==> src/rtl/core/vpps_pkg.sv <==
// ----------------------------------------------------------------------------
// vpps_pkg: shared types and constants of the pulse pattern sequencer
// Command codes, register indexes, reset values and the state, config and
// result bundles passed between the sequencer modules.
// ----------------------------------------------------------------------------
package vpps_pkg;

  localparam int CMD_W   = 2;
  localparam int CNT_W   = 8;
  localparam int TICK_W  = 16;
  localparam int CFG_IDX_W = 2;

  localparam logic [CMD_W-1:0] CMD_TICK   = 2'd0;
  localparam logic [CMD_W-1:0] CMD_START  = 2'd1;
  localparam logic [CMD_W-1:0] CMD_CANCEL = 2'd2;

  localparam logic [CFG_IDX_W-1:0] REG_PULSE_ON  = 2'd0;
  localparam logic [CFG_IDX_W-1:0] REG_PULSE_GAP = 2'd1;
  localparam logic [CFG_IDX_W-1:0] REG_SET_GAP   = 2'd2;
  localparam logic [CFG_IDX_W-1:0] REG_COOLDOWN  = 2'd3;

  localparam logic [TICK_W-1:0] PULSE_ON_RST  = 16'd200;
  localparam logic [TICK_W-1:0] PULSE_GAP_RST = 16'd100;
  localparam logic [TICK_W-1:0] SET_GAP_RST   = 16'd500;
  localparam logic [TICK_W-1:0] COOLDOWN_RST  = 16'd1000;

  localparam logic [TICK_W-1:0] TICK_MAX = {TICK_W{1'b1}};

  typedef struct packed {
    logic [TICK_W-1:0] pulse_on_ms;
    logic [TICK_W-1:0] pulse_gap_ms;
    logic [TICK_W-1:0] set_gap_ms;
    logic [TICK_W-1:0] cooldown_ms;
  } vpps_cfg_t;

  typedef struct packed {
    logic [CNT_W-1:0]  sets_left;
    logic [CNT_W-1:0]  pulses_per_set;
    logic [CNT_W-1:0]  pulses_left;
    logic              pulsing;
    logic              pausing;
    logic [TICK_W-1:0] elapsed;
    logic              led_restore;
    logic              motor;
    logic              led;
  } vpps_state_t;

  typedef struct packed {
    logic motor_on;
    logic led_on;
    logic busy_res;
  } vpps_res_t;

endpackage

==> src/rtl/core/vpps_cfg.sv <==
// ----------------------------------------------------------------------------
// vpps_cfg: timing register file
// Four 16-bit phase durations, written through the configuration channel.
// ----------------------------------------------------------------------------
module vpps_cfg
  import vpps_pkg::*;
(
  input  logic                 clk,
  input  logic                 rst_n,
  input  logic                 wr_en,
  input  logic [CFG_IDX_W-1:0] wr_index,
  input  logic [TICK_W-1:0]    wr_data,
  output vpps_cfg_t            cfg
);

  vpps_cfg_t cfg_r;
  vpps_cfg_t cfg_nxt;

  always_comb begin
    cfg_nxt = cfg_r;
    if (wr_en) begin
      unique case (wr_index)
        REG_PULSE_ON:  cfg_nxt.pulse_on_ms  = wr_data;
        REG_PULSE_GAP: cfg_nxt.pulse_gap_ms = wr_data;
        REG_SET_GAP:   cfg_nxt.set_gap_ms   = wr_data;
        REG_COOLDOWN:  cfg_nxt.cooldown_ms  = wr_data;
        default:       cfg_nxt = cfg_r;
      endcase
    end
  end

  always_ff @(posedge clk) begin
    if (!rst_n) begin
      cfg_r.pulse_on_ms  <= PULSE_ON_RST;
      cfg_r.pulse_gap_ms <= PULSE_GAP_RST;
      cfg_r.set_gap_ms   <= SET_GAP_RST;
      cfg_r.cooldown_ms  <= COOLDOWN_RST;
    end else begin
      cfg_r <= cfg_nxt;
    end
  end

  assign cfg = cfg_r;

endmodule

==> src/rtl/core/vpps_step.sv <==
// ----------------------------------------------------------------------------
// vpps_step: sequencer state and its one-item update
// Holds the pattern state and applies a tick, start or cancel on each fired beat.
// ----------------------------------------------------------------------------
module vpps_step
  import vpps_pkg::*;
(
  input  logic              clk,
  input  logic              rst_n,
  input  logic              fire,
  input  logic [CMD_W-1:0]  cmd,
  input  logic [CNT_W-1:0]  set_count,
  input  logic [CNT_W-1:0]  pulse_count,
  input  logic              led_level_now,
  input  vpps_cfg_t         cfg,
  output vpps_res_t         res
);

  vpps_state_t st_r;
  vpps_state_t st_nxt;
  logic [TICK_W-1:0] limit;
  logic busy_now;

  assign busy_now = (st_r.sets_left != '0) || (st_r.pulses_per_set != '0);

  always_comb begin
    st_nxt = st_r;
    limit  = '0;
    unique case (cmd)
      CMD_TICK: begin
        if (st_r.elapsed != TICK_MAX) begin
          st_nxt.elapsed = st_r.elapsed + 1'b1;
        end
        if (st_r.pulses_left != '0) begin
          if (st_r.pulsing) begin
            if (st_nxt.elapsed >= cfg.pulse_on_ms) begin
              st_nxt.pulsing     = 1'b0;
              st_nxt.pulses_left = st_r.pulses_left - 1'b1;
              st_nxt.elapsed     = '0;
              st_nxt.motor       = 1'b0;
              st_nxt.led         = 1'b0;
              if (st_r.pulses_left == CNT_W'(1)) begin
                st_nxt.pausing = 1'b1;
                if (st_r.sets_left == '0) begin
                  st_nxt.led = st_r.led_restore;
                end
              end
            end
          end else if (st_nxt.elapsed >= cfg.pulse_gap_ms) begin
            st_nxt.pulsing = 1'b1;
            st_nxt.elapsed = '0;
            st_nxt.motor   = 1'b1;
            st_nxt.led     = 1'b1;
          end
        end else if (st_r.pausing) begin
          limit = (st_r.sets_left != '0) ? cfg.set_gap_ms : cfg.cooldown_ms;
          if (st_nxt.elapsed >= limit) begin
            st_nxt.pausing = 1'b0;
          end
        end else if (st_r.sets_left != '0) begin
          st_nxt.sets_left   = st_r.sets_left - 1'b1;
          st_nxt.pulsing     = 1'b1;
          st_nxt.pulses_left = st_r.pulses_per_set;
          st_nxt.elapsed     = '0;
          st_nxt.motor       = 1'b1;
          st_nxt.led         = 1'b1;
        end else begin
          st_nxt.sets_left      = '0;
          st_nxt.pulses_per_set = '0;
          st_nxt.pulses_left    = '0;
          st_nxt.pulsing        = 1'b0;
        end
      end
      CMD_START: begin
        if (!busy_now && set_count != '0 && pulse_count != '0) begin
          st_nxt.led_restore    = led_level_now;
          st_nxt.sets_left      = set_count;
          st_nxt.pulses_per_set = pulse_count;
          st_nxt.pulses_left    = '0;
          st_nxt.pulsing        = 1'b0;
          st_nxt.pausing        = 1'b0;
        end
      end
      CMD_CANCEL: begin
        if (busy_now) begin
          st_nxt.sets_left      = '0;
          st_nxt.pulses_per_set = '0;
          st_nxt.pulses_left    = '0;
          st_nxt.pulsing        = 1'b0;
          st_nxt.pausing        = 1'b0;
          st_nxt.motor          = 1'b0;
          st_nxt.led            = st_r.led_restore;
        end
      end
      default: st_nxt = st_r;
    endcase
  end

  always_ff @(posedge clk) begin
    if (!rst_n) begin
      st_r <= '0;
    end else if (fire) begin
      st_r <= st_nxt;
    end
  end

  assign res.motor_on = st_nxt.motor;
  assign res.led_on   = st_nxt.led;
  assign res.busy_res = (st_nxt.sets_left != '0) || (st_nxt.pulses_per_set != '0);

  // The motor only runs inside a pulse, and a pulse always has pulses left.
  a_motor_in_pulse: assert property (@(posedge clk) disable iff (!rst_n)
    st_r.motor |-> st_r.pulsing)
    else $error("motor on outside a pulse");

  a_pulse_has_count: assert property (@(posedge clk) disable iff (!rst_n)
    st_r.pulsing |-> (st_r.pulses_left != '0))
    else $error("pulsing with no pulses left");

  a_idle_quiet: assert property (@(posedge clk) disable iff (!rst_n)
    (st_r.sets_left == '0 && st_r.pulses_per_set == '0) |-> !st_r.pulsing)
    else $error("pulsing while idle");

endmodule

==> src/rtl/core/vibration_pulse_pattern_sequencer_unit.sv <==
// ----------------------------------------------------------------------------
// vibration_pulse_pattern_sequencer_unit: motor and LED pulse pattern driver
// Top level: input register, sequencer state update, result register.
// ----------------------------------------------------------------------------
// Usage:
//   Each input beat is a one-millisecond tick, a start request (set count,
//   pulse count, current LED level) or a cancel. Every input beat yields
//   exactly one result beat with motor level, LED level and busy flag as
//   they stand after that beat.
//   The configuration channel writes the four phase durations (index 0..3:
//   pulse on, pulse gap, set gap, cooldown); it is always ready and is
//   meant to be written only while the pattern is idle.
//   An accepted beat lands in the input register, and its result is
//   registered in the result register, which drives out_valid, when the
//   beat fires. Throughput is one beat per cycle while the receiver does
//   not stall, set by the state update between the two registers.
//   Reset clears the pattern state to idle, empties both registers and
//   loads the default durations (200, 100, 500, 1000).
//   When the receiver stalls, the result register holds; the input register
//   still takes one more beat if it is empty, after which in_stall rises until the result
//   is taken.
// ----------------------------------------------------------------------------
module vibration_pulse_pattern_sequencer_unit
  import vpps_pkg::*;
(
  input  logic                 clk,
  input  logic                 rst_n,
  // input channel
  input  logic                 in_valid,
  output logic                 in_stall,
  input  logic [CMD_W-1:0]     in_cmd,
  input  logic [CNT_W-1:0]     in_set_count,
  input  logic [CNT_W-1:0]     in_pulse_count,
  input  logic                 in_led_level_now,
  // result channel
  output logic                 out_valid,
  input  logic                 out_stall,
  output logic                 out_motor_on,
  output logic                 out_led_on,
  output logic                 out_busy_res,
  // configuration channel
  input  logic                 cfg_valid,
  output logic                 cfg_ready,
  input  logic [CFG_IDX_W-1:0] cfg_index,
  input  logic [TICK_W-1:0]    cfg_data
);

  vpps_cfg_t cfg;
  vpps_res_t res;

  logic             in_vld_r;
  logic [CMD_W-1:0] cmd_r;
  logic [CNT_W-1:0] set_count_r;
  logic [CNT_W-1:0] pulse_count_r;
  logic             led_now_r;

  logic      out_vld_r;
  vpps_res_t res_r;

  logic hold;
  logic fire;

  // Hold the pipeline while a finished result waits on a stalled receiver.
  assign hold     = out_vld_r && out_stall;
  assign fire     = in_vld_r && !hold;
  assign in_stall = in_vld_r && hold;
  assign cfg_ready = 1'b1;

  vpps_cfg u_cfg (
    .clk      (clk),
    .rst_n    (rst_n),
    .wr_en    (cfg_valid && cfg_ready),
    .wr_index (cfg_index),
    .wr_data  (cfg_data),
    .cfg      (cfg)
  );

  vpps_step u_step (
    .clk           (clk),
    .rst_n         (rst_n),
    .fire          (fire),
    .cmd           (cmd_r),
    .set_count     (set_count_r),
    .pulse_count   (pulse_count_r),
    .led_level_now (led_now_r),
    .cfg           (cfg),
    .res           (res)
  );

  // Input register: refill whenever it is empty or its beat moves on.
  always_ff @(posedge clk) begin
    if (!rst_n) begin
      in_vld_r <= 1'b0;
    end else if (!in_stall) begin
      in_vld_r <= in_valid;
    end
  end

  always_ff @(posedge clk) begin
    if (!in_stall && in_valid) begin
      cmd_r         <= in_cmd;
      set_count_r   <= in_set_count;
      pulse_count_r <= in_pulse_count;
      led_now_r     <= in_led_level_now;
    end
  end

  // Result register: load on fire, drop once the receiver takes the beat.
  always_ff @(posedge clk) begin
    if (!rst_n) begin
      out_vld_r <= 1'b0;
    end else if (fire) begin
      out_vld_r <= 1'b1;
    end else if (!out_stall) begin
      out_vld_r <= 1'b0;
    end
  end

  always_ff @(posedge clk) begin
    if (fire) begin
      res_r <= res;
    end
  end

  assign out_valid    = out_vld_r;
  assign out_motor_on = res_r.motor_on;
  assign out_led_on   = res_r.led_on;
  assign out_busy_res = res_r.busy_res;

  // A beat leaving the input register always lands in the result register.
  a_fire_lands: assert property (@(posedge clk) disable iff (!rst_n)
    fire |=> out_vld_r)
    else $error("processed beat did not reach the result register");

  // Back-pressure on the input only while both registers are full.
  a_stall_full: assert property (@(posedge clk) disable iff (!rst_n)
    in_stall |-> (in_vld_r && out_vld_r))
    else $error("input stalled with a free register");

  // A held input beat is not processed.
  a_hold_no_fire: assert property (@(posedge clk) disable iff (!rst_n)
    hold |-> !fire)
    else $error("beat processed while result held");

endmodule
==> config.mk <==
export PLATFORM = sky130hd
export DESIGN_NAME = vibration_pulse_pattern_sequencer_unit
export DESIGN_NICKNAME = d
export VERILOG_FILES = /design/src/rtl/core/vpps_pkg.sv /design/src/rtl/core/vpps_cfg.sv /design/src/rtl/core/vpps_step.sv /design/src/rtl/core/vibration_pulse_pattern_sequencer_unit.sv
export SDC_FILE = /design/constraint.sdc
export NUM_CORES = 1
export LEC_CHECK = 0
export BUFFER_PORTS_ARGS = -buffer_cell sky130_fd_sc_hd__buf_2
export CELL_PAD_IN_SITES_DETAIL_PLACEMENT = 0
export CELL_PAD_IN_SITES_GLOBAL_PLACEMENT = 1
export CORE_MARGIN = 2
export CORE_UTILIZATION = 42
export DETAILED_ROUTE_END_ITERATION = 8
export PLACE_DENSITY = 0.83
export SKIP_LAST_GASP = 1
export SLEW_MARGIN = 40
export SYNTH_ARGS = -nofsm -noshare
export SYNTH_HDL_FRONTEND = slang
export SYNTH_SLANG_ARGS = --single-unit
==> constraint.sdc <==
create_clock -name clk -period 4.5 [get_ports clk]
set_input_delay 0.225 -clock clk [delete_from_list [all_inputs] [get_ports clk]]
set_output_delay 0.225 -clock clk [all_outputs]
set_load 0.005 [all_outputs]
==> results by group <==
Clock tree
  – Clock latency on the worst-skew pair: 0.42 ns
  – Htree depth: 4
  – Longest Clk Path Bufs: 2
  – CTS buffer count: 17
  – Clk sinks: 133
  – CTS Root Buffer Type: clkbuf_16
  – CTS tree: yes
  – Clk slew on worst S/H paths: 0.06 ns

Route
  – DRC: 0
  – Via count: 6261
  – Iteration-0 DRC Markers: ~390
  – DR WL/cell: between 15 and 20 um
  – Final WL: ~19 mm
  – Post-DRT Antenna Nets: 0
  – Drt via density: between 5 and 6
  – Pre-antenna DRT Iters: 5

Cells and area
  – Ant diodes: 0
  – Final core area utilization: 50.63%
  – Area Overhead vs Synth: 18.95%
  – Layout cell share with drive strength beyond 1: 13.89%
  – Number of fill cells: 1721
  – Final Net Count: 1017

Floorplanning
  – Die width: 135.9 um
  – Row count: 48
  – Die H: 135.9 um
  – DIE AREA: 18480 um2
  – Core ar.: 17180 um2
  – Io pins: 48
  – Initial Util: between 40 and 50%

Status
  – Status: completed

Synthesis
  – Top_reg_cell synth: dfxtp_1
  – Yosys warnings: 0
  – Yosys cell types: 69
  – Synth async-reset ratio: 0%
  – Syn Inst Count: 855
  – Sequential area share after synthesis: 39.43%
  – Netlist Area Pre-Place: 7311 um2
  – EDFF count, synth: 22
  – Syn Nets: 949
  – Avg Cell Area, Syn: 8.551 um2
  – Top-area cell type share of the netlist area: 30.40%
  – Biggest area consumer among synthesized cells: dfxtp_1
  – Area contributors post-synth: dfxtp_1 30%, edfxtp_1 9.0%, ha_1 8.9%
  – Flops & latches, synth: 133

Worst hold path
  – Hold Path Cell Cnt: 2
  – Worst Hold Class: input pin to flop

GRT
  – Largest net degree at the start of global routing: 71
  – Initial antenna violation count: 0
  – Vias in the first global route: 5997
  – First-pass GRT wire length: 30.66 mm
  – Total grt overflow: 0
  – Tot GR Track Use: 21.12%

Timing
  – Period minus WS final: 4.233 ns
  – Slew Viols, Final: 0
  – Worst Max-Slew Pin Slew: ~0.83 ns
  – RSZ-0062 raised after global routing: false
  – # setup viols final: 0
  – Clk_skew: 0.007544 ns
  – Highest clock rate: 236.3 MHz
  – Final period util: 94.06%
  – Final Hold Viols: 0
  – Max_slew headroom: about 44%
  – Setup_tns: 0 ns
  – Worst hold margin: 0.03519 ns

Critical path
  – Worst reg2reg path depth: 17
  – CP Launch Type: flop
  – CP max FO: 7
  – Setup CP Type: flop to flop
  – Crit. End Element: flop
  – Worst endpoint required time: ~4.8 ns
  – Crit path arrival time: 4.54 ns

Place
  – IO Port Bufs: 46
  – HPWL after detailed placement: 13.18 mm
  – Final RePlAce weighted congestion: between 0.8 and 0.9

Power and ir drop
  – Total power draw: between 3000 and 4000 uW
  – VDD IR-drop max: between 0.2 and 0.3 mV
  – Leak pwr: between 0.003 and 0.004 uW
  – P per Cell Area: 349.7 nW/um2

Job
  – Max-Cap Viols: 0
## Yosys cell counts, drive strengths merged (6+ instances only)
master and n:
o21ai 24, nand3 32, or3 6, and3 7, a21o 11, ha 52, o211ai 12, inv 42
a211oi 6, nor4 11, xnor2 11, mux2i 18, a21boi 48, nand4 14, nand2b 6, nor2 40
nor3 17, a22o 8, a31oi 8, nor2b 17, a22oi 9, o2bb2ai 9, dfxtp 111, nand2 167
a21oi 36, edfxtp 22, clkbuf 37
## worst paths after layout
check                                startpoint  slack [ns]               to
worst min register to register    u_cfg.cfg[43]        0.46    u_cfg.cfg[43]
worst min-delay path                   in_valid        0.04         in_vld_r
worst max register to register  u_step.st_r[11]        0.27  u_step.st_r[11]
worst max-delay path            u_step.st_r[11]        0.27  u_step.st_r[11]
## per-layer routing
| metal | wire [um] | part of all wire [%] | vias up | global-route usage, % |
|---|---|---|---|---|
| li1 | - | - | 3193 | - |
| met4 | 383 | 2.1 | 0 | 8.102 |
| met5 | 0 | 0 | - | 0 |
| met2 | 8158 | 44 | 119 | 31.87 |
| met1 | 9197 | 49 | 2921 | 29.83 |
| met3 | 866 | 4.7 | 28 | 4.064 |
## power breakdown
part           switching (uW)  internal [uW]  leakage [uW]
Combinational             223            156       0.00220
Sequential               34.9           1260       0.00112
Clock                     537            834      0.000285
Total                     794           2250       0.00360
## metrics by stage
step	setup WS [ns]	cell area (um2)	instances
floorplan	0.2432	7311	855
global placement	0.2436	7841	1108
detailed placement	0.1829	7849	1108
CTS	0.1141	8628	1159
global route	0.04390	8696	1161
finish	0.2672	8696	1161
## flip-flops by register name, indices dropped and copies added (netlist names)
name           flops
led_now_r          1
out_led_on         1
out_busy_res       1
in_vld_r           1
out_valid          1
pulse_count_r      8
u_step.st_r       45
u_cfg.cfg         64
cmd_r              2
out_motor_on       1
set_count_r        8
## layout by cell type (no fill, tap or decap), drive strengths merged, types with 22 or more instances in the layout
| cell type | n |
|---|---|
| a21boi | 48 |
| a21oi | 36 |
| buf | 70 |
| clkbuf | 22 |
| dfxtp | 111 |
| edfxtp | 22 |
| ha | 52 |
| inv | 44 |
| nand2 | 167 |
| nand3 | 32 |
| nor2 | 40 |
| o21ai | 24 |
## final cells by class
| cell class | count | area (um2) | share of cell area [%] |
|---|---|---|---|
| multi-input combinational | 639 | 4179 | 48.06 |
| sequential | 133 | 2884 | 33.17 |
| timing repair buffer | 89 | 600.6 | 6.906 |
| clock buffer | 22 | 494.2 | 5.683 |
| tap | 225 | 281.5 | 3.237 |
| inverter | 43 | 161.4 | 1.856 |
| clock inverter | 10 | 95.09 | 1.094 |
## critical path, cell delays in order, from the launching register on
cell,delay [ns]
dfxtp_1,0.43
nand4_1,0.19
or4_4,0.55
or3_1,0.44
buf_4,0.19
and2_1,0.18
nand3_1,0.11
xnor2_1,0.23
ha_1,0.22
inv_1,0.04
nor2_1,0.20
nor4b_4,0.07
a221oi_2,0.32
o22a_2,0.26
a21oi_1,0.08
buf_4,0.18
and3_1,0.18
a221o_1,0.26
## what timing repair did
item,CTS,global route
hold buffers,19,0
gates resized for setup,0,12
hold endpoints to repair,19,0
endpoints found under the setup margin,0,29
setup buffers,0,2
## cells by family (layout without fill, tap and decap cells)
family                   count (synthesis)  after routing  share of synthesized area [%]
AND/OR/NAND/NOR                        342            342                          22.32
buffers and inverters                   83            164                          4.313
flip-flops                             133            133                          39.43
AO/OA/AOI/OAI                          207            207                          20.14
other                                    1              1                        0.05129
multiplexers                            21             21                          2.927
adder cells (fa/ha/maj)                 52             52                          8.899
XOR/XNOR                                16             16                          1.917
Power figures use the tool's default switching activity.
